### config.mk
export PLATFORM = sky130hd
export DESIGN_NAME = scalar_kalman_three_axis
export DESIGN_NICKNAME = d
export VERILOG_FILES = /design/src/rtl/core/skt_pkg.sv /design/src/rtl/core/skt_ctrl.sv /design/src/rtl/core/skt_dp.sv /design/src/rtl/core/scalar_kalman_three_axis.sv
export SDC_FILE = /design/constraint.sdc
export NUM_CORES = 2
export LEC_CHECK = 0
export ABC_AREA = 1
export BUFFER_PORTS_ARGS = -buffer_cell sky130_fd_sc_hd__buf_2
export CAP_MARGIN = 10
export CORE_ASPECT_RATIO = 0.8
export CORE_MARGIN = 5
export CORE_UTILIZATION = 50
export DETAILED_ROUTE_END_ITERATION = 16
export PLACE_DENSITY_LB_ADDON = 0.12
export RECOVER_POWER = 50
export SYNTH_ARGS = -nofsm -noshare
export SYNTH_HDL_FRONTEND = slang
export SYNTH_SLANG_ARGS = --single-unit
### constraint.sdc
create_clock -name clk -period 9.1 [get_ports clk]
set_input_delay 0 -clock clk [delete_from_list [all_inputs] [get_ports clk]]
set_output_delay 0 -clock clk [all_outputs]
set_load 0.005 [all_outputs]
### src/rtl/core/skt_pkg.sv
// shared types and constants for the three-axis scalar kalman smoother
package skt_pkg;

    // configuration register indexes
    typedef logic [2:0] cfg_index_t;
    localparam cfg_index_t REG_PROCESS_NOISE = 3'd0;
    localparam cfg_index_t REG_MEASURE_NOISE = 3'd1;
    localparam cfg_index_t REG_START_X       = 3'd2;
    localparam cfg_index_t REG_START_Y       = 3'd3;
    localparam cfg_index_t REG_START_Z       = 3'd4;

    // gain format, unsigned q1.16 with room for 1.0
    localparam int unsigned GAIN_W    = 17;
    localparam logic [16:0] GAIN_ONE  = 17'h10000;
    localparam int unsigned DIV_STEPS = GAIN_W;
    localparam int unsigned DIV_CNT_W = $clog2(DIV_STEPS);

    // update target select
    typedef logic [1:0] target_t;
    localparam target_t TGT_X = 2'd0;
    localparam target_t TGT_Y = 2'd1;
    localparam target_t TGT_Z = 2'd2;
    localparam target_t TGT_P = 2'd3;

    // command codes
    localparam logic CMD_FILTER  = 1'b0;
    localparam logic CMD_RESTART = 1'b1;

    typedef struct packed {
        logic               command;
        logic signed [15:0] sample_x;
        logic signed [15:0] sample_y;
        logic signed [15:0] sample_z;
    } item_t;

    typedef struct packed {
        logic signed [31:0] smooth_x;
        logic signed [31:0] smooth_y;
        logic signed [31:0] smooth_z;
        logic [16:0]        gain_used;
    } result_t;

    // controller to datapath commands
    typedef struct packed {
        logic    load_in;
        logic    restart;
        logic    predict;
        logic    den_init;
        logic    div_step;
        logic    diff;
        logic    mul;
        logic    acc;
        logic    load_out;
        target_t sel;
    } dp_cmd_t;

endpackage

### src/rtl/core/skt_ctrl.sv
// sequencing state machine for the kalman smoother
module skt_ctrl (
    input  logic             clk,
    input  logic             rst_n,
    input  logic             item_valid,
    input  logic             item_command,
    output logic             item_ready,
    output logic             result_valid,
    input  logic             result_ready,
    output skt_pkg::dp_cmd_t cmd
);
    import skt_pkg::*;

    localparam logic [2:0] S_IDLE = 3'd0;
    localparam logic [2:0] S_PRED = 3'd1;
    localparam logic [2:0] S_DEN  = 3'd2;
    localparam logic [2:0] S_DIV  = 3'd3;
    localparam logic [2:0] S_DIFF = 3'd4;
    localparam logic [2:0] S_MUL  = 3'd5;
    localparam logic [2:0] S_ACC  = 3'd6;
    localparam logic [2:0] S_OUT  = 3'd7;

    localparam logic [DIV_CNT_W-1:0] DIV_LAST = DIV_CNT_W'(DIV_STEPS - 1);

    logic [2:0]           state_reg, state_next;
    logic [DIV_CNT_W-1:0] cnt_reg, cnt_next;
    target_t              sel_reg, sel_next;
    logic                 rvalid_reg, rvalid_next;
    logic                 take;

    assign item_ready   = (state_reg == S_IDLE);
    assign result_valid = rvalid_reg;
    assign take         = item_valid && item_ready;

    // next state and commands
    always_comb
    begin
        state_next  = state_reg;
        cnt_next    = cnt_reg;
        sel_next    = sel_reg;
        rvalid_next = rvalid_reg && !result_ready;
        cmd         = '0;
        cmd.sel     = sel_reg;
        case (state_reg)
            S_IDLE:
            begin
                if (take)
                begin
                    cmd.load_in = 1'b1;
                    if (item_command == CMD_RESTART)
                    begin
                        cmd.restart = 1'b1;
                        state_next  = S_OUT;
                    end
                    else
                    begin
                        state_next = S_PRED;
                    end
                end
            end
            S_PRED:
            begin
                cmd.predict = 1'b1;
                state_next  = S_DEN;
            end
            S_DEN:
            begin
                cmd.den_init = 1'b1;
                cnt_next     = '0;
                state_next   = S_DIV;
            end
            S_DIV:
            begin
                cmd.div_step = 1'b1;
                cnt_next     = cnt_reg + 1'b1;
                if (cnt_reg == DIV_LAST)
                begin
                    sel_next   = TGT_X;
                    state_next = S_DIFF;
                end
            end
            S_DIFF:
            begin
                cmd.diff   = 1'b1;
                state_next = S_MUL;
            end
            S_MUL:
            begin
                cmd.mul    = 1'b1;
                state_next = S_ACC;
            end
            S_ACC:
            begin
                cmd.acc  = 1'b1;
                sel_next = sel_reg + 1'b1;
                if (sel_reg == TGT_P)
                begin
                    state_next = S_OUT;
                end
                else
                begin
                    state_next = S_DIFF;
                end
            end
            S_OUT:
            begin
                if (!rvalid_reg || result_ready)
                begin
                    cmd.load_out = 1'b1;
                    rvalid_next  = 1'b1;
                    state_next   = S_IDLE;
                end
            end
            default:
            begin
                state_next = S_IDLE;
            end
        endcase
    end

    // control registers
    always_ff @(posedge clk or negedge rst_n)
    begin
        if (!rst_n)
        begin
            state_reg  <= S_IDLE;
            cnt_reg    <= '0;
            sel_reg    <= TGT_X;
            rvalid_reg <= 1'b0;
        end
        else
        begin
            state_reg  <= state_next;
            cnt_reg    <= cnt_next;
            sel_reg    <= sel_next;
            rvalid_reg <= rvalid_next;
        end
    end

    // a new result never overwrites one still waiting
    assert property (@(posedge clk) disable iff (!rst_n)
        cmd.load_out |-> (!rvalid_reg || result_ready))
        else $error("result loaded over a pending transfer");

    // the divider counter stays inside its step count
    assert property (@(posedge clk) disable iff (!rst_n)
        (state_reg == S_DIV) |-> (cnt_reg <= DIV_LAST))
        else $error("divider step count overrun");

    // a filter transfer starts the prediction, a restart goes to output
    assert property (@(posedge clk) disable iff (!rst_n)
        take && (item_command == CMD_FILTER) |=> (state_reg == S_PRED))
        else $error("filter transfer did not start prediction");

    assert property (@(posedge clk) disable iff (!rst_n)
        take && (item_command == CMD_RESTART) |=> (state_reg == S_OUT))
        else $error("restart transfer did not go to output");

endmodule

### src/rtl/core/skt_dp.sv
// datapath: state, gain divider, shared multiplier and output register
module skt_dp #(
    parameter int unsigned FRAC_BITS = 16
) (
    input  logic               clk,
    input  logic               rst_n,
    input  skt_pkg::dp_cmd_t   cmd,
    input  skt_pkg::item_t     item,
    input  logic [31:0]        process_noise,
    input  logic [31:0]        measure_noise,
    input  logic signed [31:0] start_x,
    input  logic signed [31:0] start_y,
    input  logic signed [31:0] start_z,
    output skt_pkg::result_t   result
);
    import skt_pkg::*;

    localparam logic [31:0]        P_ONE = 32'(1) << FRAC_BITS;
    localparam logic signed [47:0] MAX48 = 48'sd2147483647;
    localparam logic signed [47:0] MIN48 = -48'sd2147483648;
    localparam logic signed [35:0] MAX36 = 36'sd2147483647;
    localparam logic signed [35:0] MIN36 = -36'sd2147483648;

    // sample scaled to the estimate format, saturated to 32 bits
    function automatic logic signed [31:0] to_meas(input logic signed [15:0] s);
        logic signed [47:0] w;
        w = 48'(s) <<< FRAC_BITS;
        if (w > MAX48)
            return 32'sh7FFF_FFFF;
        else if (w < MIN48)
            return 32'sh8000_0000;
        else
            return w[31:0];
    endfunction

    logic signed [31:0] est_x_reg, est_y_reg, est_z_reg;
    logic [31:0]        p_reg, pp_reg;
    logic signed [15:0] sx_reg, sy_reg, sz_reg;
    logic [32:0]        den_reg;
    logic [33:0]        rem_reg;
    logic [16:0]        num_reg, q_reg;
    logic               gain_zero_reg;
    logic signed [17:0] opa_reg;
    logic signed [33:0] opb_reg;
    logic signed [51:0] prod_reg;
    result_t            result_reg;

    logic [16:0]        gain;
    logic [32:0]        pred_sum;
    logic [32:0]        den_sum;
    logic [33:0]        trial;
    logic signed [31:0] x_sel, m_sel;
    logic signed [35:0] upd_sum;
    logic signed [31:0] upd_sat;

    assign gain   = gain_zero_reg ? '0 : q_reg;
    assign result = result_reg;

    // operand select for the axis being updated
    always_comb
    begin
        case (cmd.sel)
            TGT_X:
            begin
                x_sel = est_x_reg;
                m_sel = to_meas(sx_reg);
            end
            TGT_Y:
            begin
                x_sel = est_y_reg;
                m_sel = to_meas(sy_reg);
            end
            TGT_Z:
            begin
                x_sel = est_z_reg;
                m_sel = to_meas(sz_reg);
            end
            default:
            begin
                x_sel = est_x_reg;
                m_sel = '0;
            end
        endcase
    end

    // prediction, denominator and divider step
    assign pred_sum = {1'b0, p_reg} + {1'b0, process_noise};
    assign den_sum  = {1'b0, pp_reg} + {1'b0, measure_noise};
    assign trial    = {rem_reg[32:0], num_reg[16]};

    // estimate update with floor of the q16 product and saturation
    assign upd_sum = 36'(x_sel) + $signed(prod_reg[51:16]);
    always_comb
    begin
        if (upd_sum > MAX36)
            upd_sat = 32'sh7FFF_FFFF;
        else if (upd_sum < MIN36)
            upd_sat = 32'sh8000_0000;
        else
            upd_sat = upd_sum[31:0];
    end

    // filter state
    always_ff @(posedge clk or negedge rst_n)
    begin
        if (!rst_n)
        begin
            est_x_reg     <= '0;
            est_y_reg     <= '0;
            est_z_reg     <= '0;
            p_reg         <= P_ONE;
            gain_zero_reg <= 1'b1;
        end
        else
        begin
            if (cmd.restart)
            begin
                est_x_reg     <= start_x;
                est_y_reg     <= start_y;
                est_z_reg     <= start_z;
                p_reg         <= P_ONE;
                gain_zero_reg <= 1'b1;
            end
            if (cmd.den_init)
            begin
                gain_zero_reg <= (den_sum == '0);
            end
            if (cmd.acc)
            begin
                case (cmd.sel)
                    TGT_X:   est_x_reg <= upd_sat;
                    TGT_Y:   est_y_reg <= upd_sat;
                    TGT_Z:   est_z_reg <= upd_sat;
                    default: p_reg     <= prod_reg[47:16];
                endcase
            end
        end
    end

    // working registers, no reset needed
    always_ff @(posedge clk)
    begin
        if (cmd.load_in)
        begin
            sx_reg <= item.sample_x;
            sy_reg <= item.sample_y;
            sz_reg <= item.sample_z;
        end
        if (cmd.predict)
        begin
            pp_reg <= pred_sum[32] ? 32'hFFFF_FFFF : pred_sum[31:0];
        end
        if (cmd.den_init)
        begin
            den_reg <= den_sum;
            rem_reg <= {3'b000, pp_reg[31:1]};
            num_reg <= {pp_reg[0], 16'h0000};
            q_reg   <= '0;
        end
        if (cmd.div_step)
        begin
            num_reg <= {num_reg[15:0], 1'b0};
            if (trial >= {1'b0, den_reg})
            begin
                rem_reg <= trial - {1'b0, den_reg};
                q_reg   <= {q_reg[15:0], 1'b1};
            end
            else
            begin
                rem_reg <= trial;
                q_reg   <= {q_reg[15:0], 1'b0};
            end
        end
        if (cmd.diff)
        begin
            if (cmd.sel == TGT_P)
            begin
                opa_reg <= $signed({1'b0, GAIN_ONE - gain});
                opb_reg <= $signed({2'b00, pp_reg});
            end
            else
            begin
                opa_reg <= $signed({1'b0, gain});
                opb_reg <= 34'(m_sel) - 34'(x_sel);
            end
        end
        if (cmd.mul)
        begin
            prod_reg <= opa_reg * opb_reg;
        end
        if (cmd.load_out)
        begin
            result_reg.smooth_x  <= est_x_reg;
            result_reg.smooth_y  <= est_y_reg;
            result_reg.smooth_z  <= est_z_reg;
            result_reg.gain_used <= gain;
        end
    end

    // the divider remainder stays below the divisor
    assert property (@(posedge clk) disable iff (!rst_n)
        cmd.div_step |-> (rem_reg < {1'b0, den_reg}) || (den_reg == '0))
        else $error("divider remainder out of range");

    // the gain never exceeds one
    assert property (@(posedge clk) disable iff (!rst_n)
        cmd.diff |-> (gain <= GAIN_ONE))
        else $error("gain above one");

    // covariance never grows through the update
    assert property (@(posedge clk) disable iff (!rst_n)
        cmd.acc && (cmd.sel == TGT_P) |=> (p_reg <= $past(pp_reg)))
        else $error("covariance grew in update");

endmodule

### src/rtl/core/scalar_kalman_three_axis.sv
// top level of the three-axis scalar kalman smoother with its register file
// a filter transfer passes through prediction, denominator, a 17-step restoring gain divider,
//   then difference, multiply and accumulate for x, y, z and covariance in turn on one
//   shared multiplier, and the output state, which waits while an earlier result is pending
// no new item is taken until the block has loaded its result and returned to idle
// a restart transfer loads the start values and goes straight to the output state
// reset: registers take their reset values, estimates 0, covariance 1.0, no result
module scalar_kalman_three_axis #(
    parameter int unsigned FRAC_BITS = 16
) (
    input  logic                clk,
    input  logic                rst_n,
    input  logic                item_valid,
    output logic                item_ready,
    input  skt_pkg::item_t      item,
    output logic                result_valid,
    input  logic                result_ready,
    output skt_pkg::result_t    result,
    input  logic                cfg_valid,
    output logic                cfg_ready,
    input  skt_pkg::cfg_index_t cfg_index,
    input  logic [31:0]         cfg_data
);
    import skt_pkg::*;

    logic [31:0]        q_reg, r_reg;
    logic signed [31:0] sx_reg, sy_reg, sz_reg;
    dp_cmd_t            cmd;

    assign cfg_ready = 1'b1;

    // configuration register file
    always_ff @(posedge clk or negedge rst_n)
    begin
        if (!rst_n)
        begin
            q_reg  <= 32'd655;
            r_reg  <= 32'd65536;
            sx_reg <= '0;
            sy_reg <= '0;
            sz_reg <= '0;
        end
        else if (cfg_valid && cfg_ready)
        begin
            case (cfg_index)
                REG_PROCESS_NOISE: q_reg  <= cfg_data;
                REG_MEASURE_NOISE: r_reg  <= cfg_data;
                REG_START_X:       sx_reg <= cfg_data;
                REG_START_Y:       sy_reg <= cfg_data;
                REG_START_Z:       sz_reg <= cfg_data;
                default:           ;
            endcase
        end
    end

    // sequencer
    skt_ctrl u_ctrl (
        .clk          (clk),
        .rst_n        (rst_n),
        .item_valid   (item_valid),
        .item_command (item.command),
        .item_ready   (item_ready),
        .result_valid (result_valid),
        .result_ready (result_ready),
        .cmd          (cmd)
    );

    // datapath
    skt_dp #(
        .FRAC_BITS (FRAC_BITS)
    ) u_dp (
        .clk           (clk),
        .rst_n         (rst_n),
        .cmd           (cmd),
        .item          (item),
        .process_noise (q_reg),
        .measure_noise (r_reg),
        .start_x       (sx_reg),
        .start_y       (sy_reg),
        .start_z       (sz_reg),
        .result        (result)
    );

    // reported gain never exceeds 1.0 in unsigned q1.16
    assert property (@(posedge clk) disable iff (!rst_n)
        result_valid |-> (result.gain_used <= GAIN_ONE))
        else $error("reported gain above one");

    // a restart result carries zero gain and the start values
    assert property (@(posedge clk) disable iff (!rst_n)
        cmd.restart ##1 cmd.load_out |=> (result.gain_used == '0)
            && (result.smooth_x == $past(sx_reg, 2)))
        else $error("restart result mismatch");

    // no item is taken while the block is still working on one
    assert property (@(posedge clk) disable iff (!rst_n)
        cmd.load_in |=> !item_ready)
        else $error("item taken while busy");

endmodule
==> impl_metrics.tcl <==
set metrics [dict create \
    floorplan.initialDensity 0.501 \
    final_period_minus_worst_setup_slack_ns 7.28 \
    relSlewSlack -2.16 \
    final-max-slew-violation-count 388 \
    clock_skew_ns 0.0341 \
    routed_wl_mm 175 \
    number_of_enable_type_register_cells_in_the_synthesized_netlist 362 \
    grt_setup_unrepaired "no" \
    worstHoldPathType "primary input to register" \
    cts.root.buffer_cell "sky130_fd_sc_hd__clkbuf_16" \
    detail_route.vias_per_cell 5.37 \
    worst_setup_hold_path_clk_slew_ns 0.06 \
    avgRoutedWirePerCell_um 20.3 \
    number_of_standard_cells_after_synthesis 6919 \
    timing.critical_path.fanout_max 26 \
    die_wd_um 385 \
    cts_htree_levels 3 \
    yosys-top-cells-count "2064 x sky130_fd_sc_hd__nand2_1, 1358 x sky130_fd_sc_hd__inv_1, 538 x sky130_fd_sc_hd__fa_1, 419 x sky130_fd_sc_hd__o21ai_0, 362 x sky130_fd_sc_hd__edfxtp_1" \
    placement_rows 110 \
    timing.final.crit_share 0.800 \
    post-route-drc-count 0 \
    buffer_ports.inserted 203 \
    syn-num-nets 7819 \
    ys_warn_count 0 \
    timing.final.setup_violations 0 \
    fin_tns_setup_ns 0 \
    run_status "finished with violations" \
    yosysTopAreaCellShare 0.194 \
    dr.pass1.iters 6 \
    synth_sequential_area_ratio 0.328 \
    drt-initial-drc-count 4435 \
    clkLatencyLatePin_ns 0.69 \
    postSynth.asyncResetShare 0.453 \
    synth_area_leader_cell "sky130_fd_sc_hd__edfxtp_1" \
    synth.most_common_cell "sky130_fd_sc_hd__nand2_1" \
    synth-seq-cells 662 \
    syn_area_per_cell_um2 8.11 \
    netlist_top_cells_area "sky130_fd_sc_hd__edfxtp_1 19%, sky130_fd_sc_hd__fa_1 19%, sky130_fd_sc_hd__nand2_1 14%, sky130_fd_sc_hd__dfrtp_1 13%, sky130_fd_sc_hd__inv_1 9.1%" \
    timing.fmax_ghz 0.137 \
    path_class "register to register" \
    gr-total-overflow 0 \
    postCtsSetupBuffers 0 \
    die_area_um2 119000 \
    worst_setup_path_end_kind "register" \
    floorplan.die.height_um 310 \
    routed-via-count 46400 \
    final-hold-violation-count 0 \
    antenna_found_initial 10 \
    global_route_wire_length_before_repair_mm 271 \
    grt_util_overall 0.297 \
    reg2regPathDepth 21 \
    ys_dominant_reg_cell "sky130_fd_sc_hd__edfxtp_1" \
    largest_register_ff_count 113 \
    cts-buffers-inserted 72 \
    worst_setup_path_start_kind "register" \
    gp_congestion 0.948 \
    final_antenna_net_count 0 \
    grt_max_degree 165 \
    violations "max-capacitance violations, max-slew violations" \
    ctsHoldBuffers 94 \
    max_slew.worst_pin.slew_ns 4.74 \
    critical_path_arrival_ns 7.80 \
    layout.nets 7970 \
    layout-area-overhead-vs-synth_pct 10.2 \
    floorplan.io_pins 205 \
    finalWorstSetupSlack_ns 1.82 \
    post_cts_resized 0 \
    via_count_of_the_first_global_routing_pass 45700 \
    synth_area_um2 56100 \
    hold_slack_ns 0.0412 \
    cp.required_ns 9.62 \
    dp.final_hpwl_mm 136 \
    clock_tree_from_tritoncts "yes" \
    core_um2 112000 \
    hold_depth 2 \
    cts_max_path_buffers 3 \
    synth.lib_cells_used.distinct 58 \
    worst_setup_slack_after_placement_ns 1.79 \
    cts.sink_count 662 \
    drv.max_cap_violation_count 5 \
    post_route_cells_drive_above_1_share 0.0496 \
]
-- critical path, stage by stage (launching register included) --
cell and delay, ns:
sky130_fd_sc_hd__edfxtp_1 0.59, sky130_fd_sc_hd__buf_4 0.40, sky130_fd_sc_hd__nand2_1 0.13, sky130_fd_sc_hd__fa_1 0.56
sky130_fd_sc_hd__inv_1 0.05, sky130_fd_sc_hd__fa_1 0.48, sky130_fd_sc_hd__fa_1 0.58, sky130_fd_sc_hd__fa_1 0.46
sky130_fd_sc_hd__fa_1 0.50, sky130_fd_sc_hd__inv_1 0.05, sky130_fd_sc_hd__fa_1 0.48, sky130_fd_sc_hd__inv_1 0.04
sky130_fd_sc_hd__ha_1 0.37, sky130_fd_sc_hd__nand2_1 0.11, sky130_fd_sc_hd__nor2_1 0.27, sky130_fd_sc_hd__inv_1 0.10
sky130_fd_sc_hd__nor4_1 0.83, sky130_fd_sc_hd__a21oi_1 0.29, sky130_fd_sc_hd__o21ai_0 0.42, sky130_fd_sc_hd__nand2_1 0.10
sky130_fd_sc_hd__nand2_1 0.09, sky130_fd_sc_hd__xor2_1 0.17
-- kinds of logic (layout without fill, tap and decap cells) --
family                   Yosys count  count (layout)  synth area share
AO/OA/AOI/OAI                    833             833            0.0814
XOR/XNOR                         151             151            0.0236
adder cells (fa/ha/maj)          811             811             0.253
buffers and inverters           1636            1847             0.111
flip-flops                       662             662             0.328
other                              1              13         0.0000668
AND/OR/NAND/NOR                 2825            2825             0.204
-- through the flow --
stage,cell area [um2],util,cells
finish,61900,0.552,8654
global route,61800,0.552,8642
CTS,62000,0.553,8640
detailed placement,58400,0.522,8412
global placement,58400,0.522,8412
floorplan,56100,-,6919
-- path summary, 6_finish.rpt --
| path | startpoint | to | slack (ns) |
|---|---|---|---|
| setup / recovery | u_dp.opa_reg[9]$_DFFE_PP_ | u_dp.prod_reg[30]$_DFFE_PP_ | 1.82 |
| hold / removal | item[16] | u_dp.sy_reg[0]$_DFFE_PP_ | 0.04 |
| setup reg to reg | u_dp.opa_reg[9]$_DFFE_PP_ | u_dp.prod_reg[30]$_DFFE_PP_ | 1.82 |
| hold reg to reg | u_dp.est_y_reg[28]$_DFF_PN0_ | u_dp.result[77]$_DFFE_PP_ | 0.45 |
| max in group asynchronous | rst_n | u_dp.est_x_reg[18]$_DFF_PN0_ | 4.11 |
| min in group asynchronous | rst_n | u_dp.est_y_reg[13]$_DFF_PN0_ | 1.91 |
-- cell type report --
cell class	instances	area, um2
diodes	12	30.0
clock buffers	88	1940
clock inverters	46	624
fillers	10700	50200
inverters	1366	5130
multi-input cells	4621	31600
flip-flops and latches	662	18400
well taps	1512	1890
repair buffers	347	2250
-- placed cells by master, fill, tap and decap left out, types with 15 or more instances in the layout --
master	count
sky130_fd_sc_hd__fa_1	538
sky130_fd_sc_hd__nand3b_1	35
sky130_fd_sc_hd__xnor2_1	57
sky130_fd_sc_hd__dfrtp_1	291
sky130_fd_sc_hd__edfxtp_1	362
sky130_fd_sc_hd__clkbuf_1	106
sky130_fd_sc_hd__xor2_1	94
sky130_fd_sc_hd__o21ai_0	419
sky130_fd_sc_hd__o21a_1	15
sky130_fd_sc_hd__nand3_1	252
sky130_fd_sc_hd__nor4_1	16
sky130_fd_sc_hd__ha_1	271
sky130_fd_sc_hd__buf_2	106
sky130_fd_sc_hd__nor3_1	43
sky130_fd_sc_hd__a31oi_1	30
sky130_fd_sc_hd__dlygate4sd3_1	93
sky130_fd_sc_hd__buf_4	44
sky130_fd_sc_hd__nand4_1	33
sky130_fd_sc_hd__o21bai_1	21
sky130_fd_sc_hd__nand2_1	2064
sky130_fd_sc_hd__a21oi_1	244
sky130_fd_sc_hd__clkbuf_16	73
sky130_fd_sc_hd__a21o_1	22
sky130_fd_sc_hd__inv_1	1356
sky130_fd_sc_hd__nor2_1	323
-- per-layer routing --
metal,GRT usage,up-vias,part of all wire
li1,-,21700,-
met1,0.434,22800,0.45
met2,0.449,1688,0.44
met3,0.0654,280,0.081
met4,0.0799,6,0.029
met5,0,-,0.00021
Power is left out: the tool's default activity adds up to more than one toggle a clock period on the data nets, which glitch-free logic cannot reach.
